[src/design/b64d_pkg.sv]
`default_nettype none
// ----------------------------------------------------------------------------
// b64d_pkg
// Types, constants and the character map shared by the base64 stream decoder.
// ----------------------------------------------------------------------------
package b64d_pkg;

	// Character codes used by the sextet map.
	localparam logic [7:0] CH_UPPER_A = 8'h41;
	localparam logic [7:0] CH_UPPER_Z = 8'h5A;
	localparam logic [7:0] CH_LOWER_A = 8'h61;
	localparam logic [7:0] CH_LOWER_Z = 8'h7A;
	localparam logic [7:0] CH_DIGIT_0 = 8'h30;
	localparam logic [7:0] CH_DIGIT_9 = 8'h39;
	localparam logic [7:0] CH_PLUS    = 8'h2B;
	localparam logic [7:0] CH_SLASH   = 8'h2F;
	localparam logic [7:0] CH_PAD     = 8'h3D;

	// Sextet offsets of the character classes.
	localparam logic [5:0] SX_LOWER_BASE = 6'd26;
	localparam logic [5:0] SX_DIGIT_BASE = 6'd52;
	localparam logic [5:0] SX_PLUS       = 6'd62;
	localparam logic [5:0] SX_SLASH      = 6'd63;
	localparam logic [5:0] SX_PAD        = 6'd0;

	// Result queue geometry.
	localparam int RQ_DEPTH = 8;
	localparam int RQ_AW    = 3;
	localparam int RQ_LW    = 4;
	localparam int MAX_RES  = 3;

	typedef struct packed {
		logic [7:0] in_char;
		logic       end_of_text;
	} b64d_in_t;

	typedef struct packed {
		logic [7:0] out_byte;
		logic       error;
		logic       last_of_run;
	} b64d_out_t;

	// Results written into the queue in one cycle.
	typedef struct packed {
		logic [1:0]      cnt;
		b64d_out_t [2:0] ent;
	} b64d_push_t;

	typedef struct packed {
		logic       valid;
		logic [5:0] sextet;
	} b64d_map_t;

	function automatic b64d_map_t map_sextet(input logic [7:0] c);
		b64d_map_t r;
		r.valid  = 1'b1;
		r.sextet = SX_PAD;
		if (c >= CH_UPPER_A && c <= CH_UPPER_Z) begin
			r.sextet = 6'(c - CH_UPPER_A);
		end else if (c >= CH_LOWER_A && c <= CH_LOWER_Z) begin
			r.sextet = 6'(c - CH_LOWER_A) + SX_LOWER_BASE;
		end else if (c >= CH_DIGIT_0 && c <= CH_DIGIT_9) begin
			r.sextet = 6'(c - CH_DIGIT_0) + SX_DIGIT_BASE;
		end else if (c == CH_PLUS) begin
			r.sextet = SX_PLUS;
		end else if (c == CH_SLASH) begin
			r.sextet = SX_SLASH;
		end else if (c == CH_PAD) begin
			r.sextet = SX_PAD;
		end else begin
			r.valid = 1'b0;
		end
		return r;
	endfunction

endpackage
`default_nettype wire

[src/design/b64d_resq.sv]
`default_nettype none
// ----------------------------------------------------------------------------
// b64d_resq
// Result queue: takes up to three results per cycle, hands out one per cycle while out_stall is low.
// ----------------------------------------------------------------------------
module b64d_resq
	import b64d_pkg::*;
(
	input  wire logic             clk,
	input  wire logic             arst_n,
	input  wire b64d_push_t       push,
	output logic [RQ_LW-1:0]      level,
	output logic                  out_valid,
	input  wire logic             out_stall,
	output b64d_out_t             out_data
);

	b64d_out_t             mem_q [RQ_DEPTH];
	logic [RQ_AW-1:0]      wr_ptr_q;
	logic [RQ_AW-1:0]      rd_ptr_q;
	logic [RQ_LW-1:0]      level_q;
	logic                  pop;

	assign level     = level_q;
	assign out_valid = (level_q != '0);
	assign out_data  = mem_q[rd_ptr_q];
	assign pop       = out_valid && !out_stall;

	always_ff @(posedge clk) begin
		for (int i = 0; i < MAX_RES; i++) begin
			if (2'(i) < push.cnt) begin
				mem_q[wr_ptr_q + RQ_AW'(i)] <= push.ent[i];
			end
		end
	end

	always_ff @(posedge clk or negedge arst_n) begin
		if (!arst_n) begin
			wr_ptr_q <= '0;
			rd_ptr_q <= '0;
			level_q  <= '0;
		end else begin
			wr_ptr_q <= wr_ptr_q + RQ_AW'(push.cnt);
			if (pop) begin
				rd_ptr_q <= rd_ptr_q + RQ_AW'(1);
			end
			level_q <= level_q + RQ_LW'(push.cnt) - RQ_LW'(pop);
		end
	end

endmodule
`default_nettype wire

[src/design/base64_stream_decoder.sv]
`default_nettype none
// ----------------------------------------------------------------------------
// base64_stream_decoder
// Streaming base64 decoder: one text character in, up to three bytes out.
// ----------------------------------------------------------------------------
// Input channel in_valid/in_stall/in_data carries one character and an end of
// text flag per transaction. Output channel out_valid/out_stall/out_data
// carries one decoded byte or one error result per transaction; last_of_run
// marks the final result caused by one character. The cfg_valid/cfg_ready
// channel writes the output byte limit per text and is always ready.
// An accepted character lands in the input register and is decoded from there
// into an eight-entry result queue, so its first result passes the input
// register and the queue before it is offered. One character is taken every
// cycle as long as the queue has room for three more results; the output
// drains one result per cycle while out_stall is low, so a full group of four
// characters (three bytes) never limits the input rate. When the receiver
// stalls, the queue fills and in_stall rises once a character waits in the
// input register and fewer than three entries are free.
// Reset empties the queue and the input register, clears the decoder state and
// sets the limit to 65535. End of text clears the decoder state but keeps the
// limit.
// ----------------------------------------------------------------------------
module base64_stream_decoder
	import b64d_pkg::*;
#(
	parameter int COUNT_BITS = 16
) (
	input  wire logic        clk,
	input  wire logic        arst_n,
	input  wire logic        in_valid,
	output logic             in_stall,
	input  wire b64d_in_t    in_data,
	output logic             out_valid,
	input  wire logic        out_stall,
	output b64d_out_t        out_data,
	input  wire logic        cfg_valid,
	output logic             cfg_ready,
	input  wire logic [15:0] cfg_data
);

	localparam int CMPW = ((COUNT_BITS > 16) ? COUNT_BITS : 16) + 2;

	// Input register.
	logic                  valid_s1;
	logic [7:0]            char_s1;
	logic                  eot_s1;

	// Decoder state.
	logic [15:0]           out_limit_q;
	logic [5:0]            sextet_q [3];
	logic [1:0]            pos_q;
	logic [COUNT_BITS-1:0] cnt_q;
	logic                  halted_q;

	logic [RQ_LW-1:0]      level;
	logic                  room;
	logic                  advance;
	logic                  in_accept;
	b64d_map_t             map;
	logic [2:0]            reached;
	logic [2:0]            emit;
	logic [1:0]            n_bytes;
	logic                  active;
	logic [7:0]            dec_byte [3];
	b64d_push_t            push;
	logic                  group_done;

	assign cfg_ready = 1'b1;
	assign room      = (level <= RQ_LW'(RQ_DEPTH - MAX_RES));
	assign in_stall  = valid_s1 && !room;
	assign in_accept = in_valid && !in_stall;
	assign advance   = valid_s1 && room;

	always_ff @(posedge clk or negedge arst_n) begin
		if (!arst_n) begin
			valid_s1 <= 1'b0;
		end else if (in_accept) begin
			valid_s1 <= 1'b1;
		end else if (advance) begin
			valid_s1 <= 1'b0;
		end
	end

	always_ff @(posedge clk) begin
		if (in_accept) begin
			char_s1 <= in_data.in_char;
			eot_s1  <= in_data.end_of_text;
		end
	end

	// Limit checks for the current count and the next two bytes of a group.
	always_comb begin
		logic [CMPW-1:0] cnt_x;
		logic [CMPW-1:0] lim_x;
		logic [CMPW-1:0] max_x;
		cnt_x = CMPW'(cnt_q);
		lim_x = CMPW'(out_limit_q);
		max_x = CMPW'({COUNT_BITS{1'b1}});
		for (int i = 0; i < MAX_RES; i++) begin
			reached[i] = ((cnt_x + CMPW'(i)) >= lim_x) || ((cnt_x + CMPW'(i)) >= max_x);
		end
	end

	assign map     = map_sextet(char_s1);
	assign active  = !halted_q && !reached[0];
	assign emit[0] = !reached[0];
	assign emit[1] = emit[0] && !reached[1];
	assign emit[2] = emit[1] && !reached[2];
	assign n_bytes = 2'(emit[0]) + 2'(emit[1]) + 2'(emit[2]);

	assign dec_byte[0] = {sextet_q[0], sextet_q[1][5:4]};
	assign dec_byte[1] = {sextet_q[1][3:0], sextet_q[2][5:2]};
	assign dec_byte[2] = {sextet_q[2][1:0], map.sextet};

	assign group_done = advance && active && map.valid && (pos_q == 2'd3);

	always_comb begin
		push.cnt = 2'd0;
		for (int i = 0; i < MAX_RES; i++) begin
			push.ent[i].out_byte    = dec_byte[i];
			push.ent[i].error       = 1'b0;
			push.ent[i].last_of_run = 1'b0;
		end
		push.ent[0].last_of_run = emit[0] && !emit[1];
		push.ent[1].last_of_run = emit[1] && !emit[2];
		push.ent[2].last_of_run = emit[2];
		if (advance && active) begin
			if (!map.valid) begin
				push.cnt                = 2'd1;
				push.ent[0].out_byte    = 8'd0;
				push.ent[0].error       = 1'b1;
				push.ent[0].last_of_run = 1'b1;
			end else if (pos_q == 2'd3) begin
				push.cnt = n_bytes;
			end
		end
	end

	always_ff @(posedge clk or negedge arst_n) begin
		if (!arst_n) begin
			out_limit_q <= 16'hFFFF;
		end else if (cfg_valid && cfg_ready) begin
			out_limit_q <= cfg_data;
		end
	end

	always_ff @(posedge clk or negedge arst_n) begin
		if (!arst_n) begin
			sextet_q[0] <= '0;
			sextet_q[1] <= '0;
			sextet_q[2] <= '0;
			pos_q       <= '0;
			cnt_q       <= '0;
			halted_q    <= 1'b0;
		end else if (advance) begin
			if (eot_s1) begin
				sextet_q[0] <= '0;
				sextet_q[1] <= '0;
				sextet_q[2] <= '0;
				pos_q       <= '0;
				cnt_q       <= '0;
				halted_q    <= 1'b0;
			end else if (active) begin
				if (!map.valid) begin
					halted_q <= 1'b1;
				end else if (pos_q == 2'd3) begin
					sextet_q[0] <= '0;
					sextet_q[1] <= '0;
					sextet_q[2] <= '0;
					pos_q       <= '0;
					cnt_q       <= cnt_q + COUNT_BITS'(n_bytes);
				end else begin
					sextet_q[pos_q] <= map.sextet;
					pos_q           <= pos_q + 2'd1;
				end
			end
		end
	end

	b64d_resq u_resq (
		.clk       (clk),
		.arst_n    (arst_n),
		.push      (push),
		.level     (level),
		.out_valid (out_valid),
		.out_stall (out_stall),
		.out_data  (out_data)
	);

`ifndef SYNTH
	// The queue must never be asked to hold more than it has.
	a_queue_bound: assert property (@(posedge clk) disable iff (!arst_n)
		level <= RQ_LW'(RQ_DEPTH))
		else $error("result queue level exceeds its depth");

	// An error result whose character carries no end of text leaves the decoder halted.
	a_error_halts: assert property (@(posedge clk) disable iff (!arst_n)
		(advance && push.cnt != 2'd0 && push.ent[0].error && !eot_s1) |=> halted_q)
		else $error("decoder not halted after an error result");

	// Within a text the byte count never moves backward.
	a_count_monotonic: assert property (@(posedge clk) disable iff (!arst_n)
		(advance && !eot_s1) |=> (cnt_q >= $past(cnt_q)))
		else $error("byte count decreased within a text");

	// A completed group always returns to the first position.
	a_group_wraps: assert property (@(posedge clk) disable iff (!arst_n)
		group_done |=> (pos_q == 2'd0))
		else $error("group position not cleared after a full group");
`endif

endmodule
`default_nettype wire
[config.mk]
export PLATFORM = sky130hd
export DESIGN_NAME = base64_stream_decoder
export DESIGN_NICKNAME = d
export VERILOG_FILES = /design/src/design/b64d_pkg.sv /design/src/design/b64d_resq.sv /design/src/design/base64_stream_decoder.sv
export SDC_FILE = /design/constraint.sdc
export NUM_CORES = 1
export LEC_CHECK = 0
export ABC_AREA = 1
export CAP_MARGIN = 10
export CORE_ASPECT_RATIO = 1.75
export CORE_MARGIN = 3
export CORE_UTILIZATION = 60
export CTS_BUF_LIST = sky130_fd_sc_hd__clkbuf_8
export CTS_CLUSTER_DIAMETER = 50
export DETAILED_ROUTE_END_ITERATION = 8
export DONT_BUFFER_PORTS = 1
export PLACE_DENSITY = 0.81
export SYNTH_ARGS = -nofsm -noshare
export SYNTH_HDL_FRONTEND = slang
export SYNTH_SLANG_ARGS = --single-unit
[constraint.sdc]
create_clock -name clk -period 4.7 [get_ports clk]
set_input_delay 0.235 -clock clk [delete_from_list [all_inputs] [get_ports clk]]
set_output_delay 0.235 -clock clk [all_outputs]
set_load 0.01 [all_outputs]
Word level (Yosys, flattened, before mapping)

Memory sizes are Yosys's and may differ from the RTL's.
Cells that the tools add are included.

Output and inout bits: 13
RAM bits: 80
Bits of input ports: 30
Memories kept: 1
Register bits: 73
Logic and storage cells: 131

Eq/ne operators: 5
Reduce and logical (&&, ||, !) cells: 34
Muxes and demuxes: 42
Bitwise operators: 1
$lt $le $gt $ge: 18
Add/sub/neg operators: 17

Memories:

| memory       | words | bits a word | read ports | clocked after memory_dff | wr ports | RTL line        | text |
|---|---|---|---|---|---|---|---|
| u_resq.mem_q | 8     | 10          | 1          | 0                        | 3        | b64d_resq.sv:18 | `b64d_out_t mem_q [RQ_DEPTH];` |

Operators with widths:

| operator                                               | count |
|---|---|
| two-way mux 18 bit                                     | 4 |
| two-way mux 16 bit                                     | 4 |
| >= comparator 18 x 16 -> 1 bit                         | 2 |
| two-way mux 6 bit                                      | 6 |
| >= comparator 17 x 16 -> 1 bit (second input constant) | 2 |
| == test 8 x 6 -> 1 bit (second input constant)         | 3 |
| two-way mux 10 bit                                     | 2 |
| bitwise mux 18 bit                                     | 1 |
| adder 16 x 1 -> 17 bit (second input constant)         | 1 |
| adder 16 x 2 -> 17 bit (second input constant)         | 1 |
| two-way mux 1 bit                                      | 17 |
| adder 16 x 2 -> 16 bit                                 | 1 |
| >= comparator 16 bit                                   | 1 |
| >= comparator 16 bit (second input constant)           | 1 |
| >= comparator 8 x 7 -> 1 bit (second input constant)   | 2 |
| <= comparator 8 x 7 -> 1 bit (second input constant)   | 2 |
| logical AND 1 bit                                      | 14 |
| two-way mux 2 bit                                      | 7 |
| demux 6 bit (select 2 bit)                             | 1 |
| subtractor 6 bit (second input constant)               | 2 |
| zero test 1 bit                                        | 9 |
| >= comparator 8 x 6 -> 1 bit (second input constant)   | 1 |
| <= comparator 8 x 6 -> 1 bit (second input constant)   | 1 |
| nonzero test 2 bit                                     | 4 |
| 23 further kinds                                       | 28 |

Longest topological paths before layout

Gate-level depths: netlist (run 1).

Depth after elaboration: 13
Mapped depth: 29
Depth with buffers taken out: 29

Cells and area by module

A second synthesis (run 1) with hierarchy kept.

Cells, all modules: 1638
Area total of the unflattened synthesis: 11906.4 µm²

Modules (own cells, without submodules):

| module                | area an instance (µm²) | times used | cells an instance | seq. area each (µm²) |
|---|---|---|---|---|
| b64d_resq             | 6114.6                 | 1          | 832               | 2652.5 |
| base64_stream_decoder | 5791.8                 | 1          | 806               | 1641.6 |

Worst setup path after synthesis (run 1)

OpenSTA, ideal clock, no wires.

Path kind: flip-flop to flip-flop
Start point: register cnt_q[1]
End point: register cnt_q[8]
Setup slack: 0.916 ns
Required time: 4.579 ns
Data arrival time: 3.663 ns
Library setup time: 0.121 ns
Buffers on the path: 0
Stages on the path, launching flop included: 27
Clock period less this slack: 3.784 ns
Cell sequence: dfrtp_1 -> ha_1 -> inv_1 -> nor2_2 -> nand2_1 -> o21ai_0 -> nand2_1 -> inv_1 -> ha_1 -> a21oi_1 -> nand2_1 -> a21oi_1 -> nor2_1 -> nor2_1 -> nand3_1 -> nor2_1 -> inv_1 -> a21oi_1 -> ha_1 -> inv_1 -> fa_1 -> nor2_1 -> inv_1 -> nor2_1 -> nand3_1 -> o21ai_0 -> nor2_1

Word-level cells in the longest chain between the ends: 12
Elaborated cells between the ends (all ways): 26
Those cells by class: 5 x add/sub; 6 x order compare; 4 x mux; 11 x reduce/logical

Ends and longest elaborated chain:

| element                                                                          | RTL line                                                   | text |
|---|---|---|
| start: declaration                                                               | base64_stream_decoder.sv:52                                | `logic [COUNT_BITS-1:0] cnt_q;` |
| start signal: assignment                                                         | base64_stream_decoder.sv:171                               | `cnt_q <= cnt_q + COUNT_BITS'(n_bytes);` |
| adder 16 x 1 -> 17 bit                                                           | base64_stream_decoder.sv:100                               | `reached[i] = ((cnt_x + CMPW'(i)) >= lim_x) \|\| ((cnt_x + CMPW'(i)) >= max_x);` |
| >= comparator 18 x 16 -> 1 bit or >= comparator 17 x 16 -> 1 bit (tied branches) | base64_stream_decoder.sv:100                               |  |
| logical OR 1 bit                                                                 | base64_stream_decoder.sv:100                               |  |
| zero test 1 bit                                                                  | base64_stream_decoder.sv:107                               | `assign emit[1] = emit[0] && !reached[1];` |
| logical AND 1 bit                                                                | base64_stream_decoder.sv:107                               |  |
| adder 1 x 1 -> 2 bit or logical AND 1 bit (tied branches)                        | base64_stream_decoder.sv:109, base64_stream_decoder.sv:108 |  |
| adder 2 x 1 -> 2 bit                                                             | base64_stream_decoder.sv:109                               | `assign n_bytes = 2'(emit[0]) + 2'(emit[1]) + 2'(emit[2]);` |
| adder 16 x 2 -> 16 bit                                                           | base64_stream_decoder.sv:171                               |  |
| two-way mux 16 bit                                                               | base64_stream_decoder.sv:166                               | `end else if (pos_q == 2'd3) begin` |
| two-way mux 16 bit                                                               | base64_stream_decoder.sv:164                               | `if (!map.valid) begin` |
| two-way mux 16 bit                                                               | base64_stream_decoder.sv:163                               | `end else if (active) begin` |
| two-way mux 16 bit                                                               | base64_stream_decoder.sv:156                               | `if (eot_s1) begin` |

Parallel ways exist; a longest one is shown, timed or not. The select of a mux whose other input is x is not followed.
A chain may end at the register's enable or synchronous reset.

Worst setup path in the final report (run 1)

Start point: register cnt_q[10]
End point: register cnt_q[13]

Same word-level chain as after synthesis.

==> results.sh, run 1 <==
export IMPL_status="finished clean"
export IMPL_crit_path_end_kind="flop"
export IMPL_remaining_drc_errors=0
export IMPL_cts_reportedPaths_clkPinSlew_ps=100
export IMPL_r2r_end="cnt_q[13]"
export IMPL_hold_slack_ps=65.9
export IMPL_drt_pass1_iterations=8
export IMPL_fin_crit_sh_pct=94.9
export IMPL_dieArea_um2=20300
export IMPL_cts_num_sinks=153
export IMPL_num_fill_cells=1641
export IMPL_netlist_area_um2=11100
export IMPL_relSlewSlack_pct=28.7
export IMPL_grt_pass1_vias=11100
export IMPL_holdPathStages=2
export IMPL_syn_inst=1560
export IMPL_yosys_warnings=0
export IMPL_dp_hpwl_um=30500
export IMPL_hold_violations=0
export IMPL_ant_nets=0
export IMPL_maxSlewViolCount=0
export IMPL_core_um2=18100
export IMPL_dp_cells=1795
export IMPL_grt_max_degree=65
export IMPL_hold_end="u_resq.rd_ptr_q[0]"
export IMPL_synth_edf_count=81
export IMPL_r2r_start="cnt_q[10]"
export IMPL_r2r_setup_slack_ps=240
export IMPL_yosysSeqAreaShare_pct=37.8
export IMPL_grt_usage_pct=40.2
export IMPL_fin_crit_ps=4460
export IMPL_diodes=0
export IMPL_p_leak_nw=6.06
export IMPL_boundaryPins=43
export IMPL_wl_per_cell_um=21.3
export IMPL_grt_pass1_wl_um=60200
export IMPL_layout_commonest_cell="nand2_1"
export IMPL_drive_gt1_share_pct=8.51
export IMPL_die_y_um=186
export IMPL_cts_htree_levels=4
export IMPL_vdd_ir_drop_max_mv=0.392
export IMPL_cap_violations=0
export IMPL_hold_path_class="input pin to flop"
export IMPL_cp_arrival_ps=4850
export IMPL_rows=65
export IMPL_async_flop_share_pct=41.8
export IMPL_grt_ovfl_total=0
export IMPL_clk_latency_ps=470
export IMPL_die_w_um=109
export IMPL_ys_flop_type="edfxtp_1"
export IMPL_p_total_mw=5.45
export IMPL_avgSynthCellArea_um2=7.14
export IMPL_netlist_cell_type_count=48
export IMPL_mostFrequentLayoutCells="nand2_1 (371), inv_1 (234), nor2_1 (188)"
export IMPL_gp_routability_congestion=1.09
export IMPL_hold_start="out_stall"
export IMPL_cts_tree="built"
export IMPL_initial_core_util_pct=61.4
export IMPL_power_density_nw_per_um2=442
export IMPL_ys_ff_latch=153
export IMPL_vias=11000
export IMPL_cts_setup_buffers=0
export IMPL_crit_type="flop to flop"
export IMPL_worst_path_max_fanout=6
export IMPL_worst_pin_slew_ps=1060
export IMPL_instances_no_fill=1856
export IMPL_post_route_util_pct=68.1
export IMPL_numCtsBuffers=17
export IMPL_max_freq_mhz=224
export IMPL_wl_um=39500
export IMPL_drt_iter0_drc=926
export IMPL_grt_antenna_before_repair=0
export IMPL_area_growth_pct=10.8
export IMPL_cts_max_path_buffers=2
export IMPL_fin_skew_ps=21.9
export IMPL_crit_required_ps=5090
export IMPL_vias_per_cell=5.92
export IMPL_setup_viol=0
export IMPL_fin_nets=1719
export IMPL_multi_input_area_um2=5860
export IMPL_portBuffers=0
export IMPL_r2r_cells=26
export IMPL_seq_area_um2=4220
export IMPL_crit_path_start_kind="flop"
export IMPL_fin_setup_tns_ps=0
export IMPL_root_buffer="clkbuf_8"
export IMPL_synth_nets=1670
[critical path, stage by stage (launching register included)]
cell	delay, ps
dfrtp_1	570
nand2_1	150
nor2_1	510
nand3_1	140
nand2_1	180
inv_1	60
ha_1	270
nand2_1	50
inv_1	60
nand3_1	100
nor2_2	150
nand2_1	70
nand2_1	80
a21oi_1	120
nand3_4	150
inv_2	70
a21oi_1	150
ha_1	180
inv_1	60
o21ai_0	240
and2_4	240
inv_1	50
nor2_1	190
nand2_1	180
o21ai_0	180
nand2_1	70
nor2_1	110
[through the flow]
stage          instance area [µm²]  worst slack [ps]
2_1_floorplan                11100               916
3_3_place_gp                 11600             -12.5
3_5_place_dp                 11600            -0.979
4_1_cts                      12300              14.0
5_1_grt                      12300             -4.09
6_report                     12300               237
[flip-flops by register name, indices dropped and copies added, names as in the netlist]
| register | cells |
|---|---|
| halted_q | 1 |
| out_limit_q | 16 |
| u_resq.level | 4 |
| u_resq.rd_ptr_q | 3 |
| pos_q | 2 |
| eot_s1 | 1 |
| cnt_q | 16 |
| valid_s1 | 1 |
| u_resq.mem_q | 80 |
| char_s1 | 8 |
| u_resq.wr_ptr_q | 3 |
| dec_byte | 18 |
[synthesized netlist by cell type (16+ instances only)]
master | count | share of area (%)
nand4_1 | 17 | 0.95
nor3_1 | 22 | 0.99
o21ai_0 | 122 | 5.5
edfxtp_1 | 81 | 22
o22ai_1 | 18 | 1.0
o21ai_1 | 17 | 0.76
dfstp_2 | 16 | 3.8
dfrtp_1 | 48 | 11
nand2_1 | 371 | 13
nand3_1 | 151 | 6.8
clkbuf_1 | 32 | 1.1
ha_1 | 77 | 8.6
inv_1 | 230 | 7.8
buf_2 | 16 | 0.72
a21oi_1 | 35 | 1.6
nor2_1 | 194 | 6.5
[cells by family (layout without fill, tap and decap cells)]
logic type | Yosys count | in the layout | share of synthesized area (%)
fa+ha+maj | 80 | 80 | 9.19
mux | 1 | 1 | 0.101
flops | 153 | 153 | 37.8
simple gates | 778 | 778 | 29.5
xor+xnor | 17 | 17 | 1.34
other cells | 1 | 1 | 0.0337
compound gates | 238 | 238 | 11.9
buf+inv | 292 | 354 | 10.1
[layout make-up]
cell class / instances / area share (%)
inverter: 239 / 7.27
sequential: 153 / 34.2
timing repair buffer: 83 / 5.78
clock inverter: 15 / 1.09
clock buffer: 17 / 1.90
tap: 234 / 2.37
multi-input combinational: 1115 / 47.4
[timing repair]
| action | in CTS | in global routing |
|---|---|---|
| hold buffers | 29 | 0 |
| pin swaps | 0 | 0 |
| setup endpoints to repair | 2 | 10 |
| gates cloned | 0 | 0 |
| gates resized for setup | 1 | 17 |
| endpoints found under the hold margin | 90 | 0 |
[metal layers]
layer  up-vias  part of all wire (%)  GRT usage (%)
met5         -                     0              0
met4         0                    11           38.6
met3       242                   5.3           7.63
met2       516                    50           70.4
met1      5029                    33           38.1
li1       5197                     -              -
[power breakdown]
group | internal (mW) | switching (mW)
registers | 1.66 | 0.237
clock network | 0.466 | 0.513
logic | 0.692 | 1.89
[how the worst max path moves through the flow]
stage	from	end	cells after the start
after floorplan	cnt_q[1]	cnt_q[8]	26
after global placement	cnt_q[1]	cnt_q[11]	27
after detailed placement	cnt_q[1]	cnt_q[8]	25
after CTS	cnt_q[1]	cnt_q[8]	26
after global routing	cnt_q[1]	cnt_q[7]	26
final	cnt_q[10]	cnt_q[13]	26
(Power assumes the default switching activity.)
==> run 2: changes to the inputs <==
- CORE_UTILIZATION: 60 -> 27
- PLACE_DENSITY: 0.81 -> 0.45
==> results.sh, run 2 (synthesized netlist as in run 1, its figures left out) <==
export IMPL_hold_slack_ps=333
export IMPL_status="finished clean"
export IMPL_numCtsBuffers=17
export IMPL_cts_num_sinks=153
export IMPL_crit_path_end_kind="flop"
export IMPL_fin_crit_sh_pct=90.8
export IMPL_cap_violations=0
export IMPL_cp_arrival_ps=4650
export IMPL_crit_type="flop to flop"
export IMPL_place_area_um2=12200
export IMPL_clk_latency_ps=500
export IMPL_grt_usage_pct=18.7
export IMPL_area_growth_pct=16.3
export IMPL_crit_path_start_kind="flop"
export IMPL_final_area_um2=13000
export IMPL_grt_met1_usage_pct=17.5
export IMPL_grt_pass1_vias=10700
export IMPL_mostFrequentLayoutCells="nand2_1 (370), inv_1 (230), nor2_1 (188)"
export IMPL_drive_gt1_share_pct=9.54
export IMPL_gp_routability_congestion=1.02
export IMPL_boundaryPins=43
export IMPL_use_met3_pct=2.21
export IMPL_cts_max_path_buffers=2
export IMPL_die_w_um=160
export IMPL_gr_usage_met2_pct=37.5
export IMPL_dieArea_um2=43800
export IMPL_setup_viol=0
export IMPL_worst_path_max_fanout=7
export IMPL_core_um2=40400
export IMPL_fin_crit_ps=4270
export IMPL_largest_reg_flops=80
export IMPL_portBuffers=0
export IMPL_vias_per_cell=4.82
export IMPL_r2r_start="cnt_q[2]"
export IMPL_power_density_nw_per_um2=418
export IMPL_top_register="u_resq.mem_q"
export IMPL_vias=10500
export IMPL_initial_core_util_pct=27.6
export IMPL_vdd_ir_drop_max_mv=0.191
export IMPL_hold_path_class="input pin to asynchronous set/reset pin"
export IMPL_cts_reportedPaths_clkPinSlew_ps=90
export IMPL_hold_violations=0
export IMPL_wl_per_cell_um=18.8
export IMPL_rows=97
export IMPL_relSlewSlack_pct=32.9
export IMPL_grt_max_degree=65
export IMPL_grt_antenna_before_repair=1
export IMPL_dp_hpwl_um=32900
export IMPL_fin_skew_ps=25.3
export IMPL_cts_htree_levels=4
export IMPL_wl_um=41000
export IMPL_die_y_um=275
export IMPL_num_fill_cells=4313
export IMPL_crit_required_ps=5080
export IMPL_global_route_peak_usage_layer="met2"
export IMPL_ant_nets=0
export IMPL_layout_commonest_cell="nand2_1"
export IMPL_cts_tree="built"
export IMPL_drt_iter0_drc=742
export IMPL_fin_nets=1732
export IMPL_drt_pass1_iterations=6
export IMPL_startpoint="cnt_q[2]"
export IMPL_root_buffer="clkbuf_8"
export IMPL_grt_pass1_wl_um=62600
export IMPL_p_leak_nw=6.12
export IMPL_maxSlewViolCount=0
export IMPL_remaining_drc_errors=0
export IMPL_worst_pin_slew_ps=1000
export IMPL_grt_ovfl_total=0
export IMPL_max_freq_mhz=234
-- run 2: routing by layer --
layer  wire length (µm)  part of all wire [%]
met5                  0                     0
met3               1210                   2.9
met2              22900                    56
met4               2860                   7.0
met1              14000                    34
-- run 2: cell type report --
type / count / area [µm²] / share of cell area (%)
Clock inverter: 15 / 144 / 1.11
Multi-Input combinational cell: 1115 / 5840 / 45.1
Sequential cell: 153 / 4220 / 32.6
Antenna cell: 1 / 2.50 / 0.0193
Timing Repair Buffer: 96 / 938 / 7.24
Inverter: 239 / 897 / 6.92
Clock buffer: 17 / 234 / 1.81
Tap cell: 544 / 681 / 5.25
-- run 2: what timing repair did --
action,4_1_cts,5_1_grt
hold endpoints to repair,91,0
hold buffers,30,0
setup endpoints to repair,0,10
setup buffers,0,1
resized for setup,0,18
-- run 2: through the flow --
| stage | TNS, ps | instances | util [%] | setup WS (ps) | power, mW |
|---|---|---|---|---|---|
| floorplan | 0 | 1560 | - | 916 | 3.46 |
| global placement | 0 | 2116 | 30.2 | 272 | 4.40 |
| detailed placement | 0 | 2116 | 30.2 | 212 | 4.43 |
| CTS | 0 | 2178 | 31.9 | 174 | 5.49 |
| global route | -72.0 | 2180 | 32.1 | -48.6 | 5.84 |
| finish | 0 | 2180 | 32.1 | 434 | 5.42 |
-- run 2: critical path, cell delays in order, from the launching register on --
cell	delay, ps
dfrtp_2	440
ha_2	240
nand2_1	110
nor2_4	200
xor2_1	310
inv_1	80
ha_1	300
nand2_1	90
nor2_2	180
o21ai_0	110
nand3_1	120
nand2_1	70
nand2_1	80
a21oi_2	80
nand3_4	130
inv_2	70
a21oi_1	160
ha_1	190
inv_1	70
fa_1	380
nor2_1	200
inv_1	80
nor2_2	170
nand3_1	110
o21ai_0	150
nor2_1	50
-- run 2: path summary, 6_finish.rpt --
kind	end	slack (ps)	depth (start not counted)
max	cnt_q[8]	430	25
min	cnt_q[3]	330	2
max reg2reg	cnt_q[8]	430	25
min reg2reg	u_resq.mem_q[7][1]	460	2
max in group asynchronous	cnt_q[4]	4050	2
min in group clk	char_s1[0]	370	1
-- run 2: where the power goes --
part | total, mW | internal [mW] | switching (mW)
sequential | 1.88 | 1.65 | 0.228
clock | 1.01 | 0.427 | 0.580
combinational | 2.53 | 0.708 | 1.82
total | 5.42 | 2.79 | 2.63
==> run 3: changes to the inputs <==
- CTS_BUF_LIST: sky130_fd_sc_hd__clkbuf_8 -> unset
==> results.sh, run 3 (synthesized netlist as in run 1, its figures left out) <==
export IMPL_status="finished clean"
export IMPL_crit_path_start_kind="flop"
export IMPL_top_register="u_resq.mem_q"
export IMPL_grt_antenna_before_repair=0
export IMPL_hold_end="u_resq.rd_ptr_q[0]"
export IMPL_core_um2=40400
export IMPL_relSlewSlack_pct=33.1
export IMPL_switching_share_pct=46.2
export IMPL_area_growth_pct=17.9
export IMPL_grt_usage_pct=18.8
export IMPL_wl_per_cell_um=18.8
export IMPL_p_switching_mw=2.67
export IMPL_wl_um=41000
export IMPL_grt_max_degree=65
export IMPL_cp_arrival_ps=4590
export IMPL_combPwrFrac_pct=43.7
export IMPL_setup_viol=0
export IMPL_worst_path_max_fanout=6
export IMPL_vdd_ir_drop_max_mv=0.260
export IMPL_vias_per_cell=4.84
export IMPL_remaining_drc_errors=0
export IMPL_worst_pin_slew_ps=999
export IMPL_crit_required_ps=5030
export IMPL_r2r_end="cnt_q[8]"
export IMPL_ant_nets=0
export IMPL_cts_tree="built"
export IMPL_boundaryPins=43
export IMPL_power_density_nw_per_um2=439
export IMPL_gp_routability_congestion=1.02
export IMPL_cap_violations=0
export IMPL_initial_core_util_pct=27.6
export IMPL_final_area_um2=13100
export IMPL_p_int_mw=3.10
export IMPL_fin_crit_sh_pct=90.5
export IMPL_cts_max_path_buffers=2
export IMPL_holdPathStages=2
export IMPL_drt_iter0_drc=779
export IMPL_grt_pass1_vias=10600
export IMPL_numCtsBuffers=17
export IMPL_hold_path_class="input pin to flop"
export IMPL_cts_reportedPaths_clkPinSlew_ps=70
export IMPL_rows=97
export IMPL_cts_num_sinks=153
export IMPL_drt_pass1_iterations=5
export IMPL_pwr_share_clk_pct=23.7
export IMPL_die_y_um=275
export IMPL_portBuffers=0
export IMPL_clk_latency_ps=450
export IMPL_r2r_cells=26
export IMPL_place_area_um2=12200
export IMPL_grt_ovfl_total=0
export IMPL_grt_pass1_wl_um=62800
export IMPL_power_frac_seq_pct=32.6
export IMPL_dp_cells=2116
export IMPL_r2r_setup_slack_ps=450
export IMPL_fin_setup_tns_ps=0
export IMPL_maxSlewViolCount=0
export IMPL_vias=10600
export IMPL_fin_nets=1731
export IMPL_dieArea_um2=43800
export IMPL_crit_type="flop to flop"
export IMPL_hold_violations=0
export IMPL_startpoint="cnt_q[5]"
export IMPL_die_w_um=160
export IMPL_dp_hpwl_um=32900
export IMPL_p_leak_nw=6.19
export IMPL_fin_crit_ps=4250
export IMPL_layout_commonest_cell="nand2_1"
export IMPL_crit_path_end_kind="flop"
export IMPL_cts_htree_levels=4
export IMPL_p_total_mw=5.77
export IMPL_diodes=0
export IMPL_mostFrequentLayoutCells="nand2_1 (370), inv_1 (229), nor2_1 (188)"
export IMPL_instances_no_fill=2178
export IMPL_hold_start="out_stall"
export IMPL_r2r_start="cnt_q[5]"
export IMPL_largest_reg_flops=80
export IMPL_max_freq_mhz=235
export IMPL_fin_skew_ps=22.0
export IMPL_drive_gt1_share_pct=9.55
export IMPL_root_buffer="clkbuf_16"
-- run 3: cell types whose count changed in the layout (fill, tap and decap cells not counted), sizes merged --
cell / delta
inv: -1
dlygate4sd3: -1
clkbuf: +1
diode: -1
-- run 3: power groups by stage --
stage | Sequential (mW) | Clock (mW) | Combinational (mW)
after global placement | 1.91 | 0 | 2.50
final | 1.88 | 1.37 | 2.52
after floorplan | 1.79 | 0 | 1.67
after detailed placement | 1.91 | 0 | 2.52
after CTS | 1.88 | 1.40 | 2.57
after global routing | 1.91 | 1.46 | 2.83
-- run 3: critical path: stages, from the launching register on --
cell	delay, ps
dfrtp_1	480
nand2_1	170
inv_1	170
nand2_1	120
nor2_2	190
nand3_1	90
nand2_1	170
inv_1	70
ha_1	270
nand2_1	90
o21ai_0	100
nand3_1	90
nand2_1	60
nor2_1	120
nand3_1	130
nor2_4	180
inv_1	70
a21oi_1	170
ha_1	190
inv_1	70
fa_1	380
nor2_1	200
inv_1	80
nor2_2	170
nand3_1	110
o21ai_0	150
nor2_1	50
-- run 3: worst max path at each step --
stage	slack [ps]	cells after the start	endpoint
floorplan	920	26	cnt_q[8]
global placement	270	26	cnt_q[8]
detailed placement	210	27	cnt_q[8]
CTS	180	27	cnt_q[8]
global route	-40	28	cnt_q[13]
finish	450	26	cnt_q[8]
-- run 3: layout make-up --
class / instances / area (µm²)
fill: 4297 / 27300
multi-input combinational: 1115 / 5840
sequential: 153 / 4220
timing repair buffer: 95 / 928
inverter: 239 / 897
tap: 544 / 681
clock buffer: 18 / 429
clock inverter: 14 / 140
-- run 3: per-stage QoR --
stage          setup slack (ps)  utilization (%)  hold slack [ps]
2_1_floorplan               916                -            -60.6
3_3_place_gp                272             30.2            -51.1
3_5_place_dp                212             30.2            -51.2
4_1_cts                     182             32.4             67.2
5_1_grt                   -43.9             32.5              103
6_report                    448             32.5             86.7
-- run 3: metal layers --
layer | vias to the layer above | global-route usage (%) | share of wire, %
met5 | - | 0 | 0
met4 | 0 | 12.6 | 7.2
met3 | 108 | 2.29 | 2.6
met2 | 295 | 37.5 | 56
met1 | 4922 | 17.6 | 34
li1 | 5226 | - | -
-- run 3: timing repair --
action                     in CTS  in global routing
setup endpoints to repair       0                 10
buffers inserted                0                  1
hold endpoints to repair       90                  0
hold buffers                   29                  0
gates resized for setup         0                 18
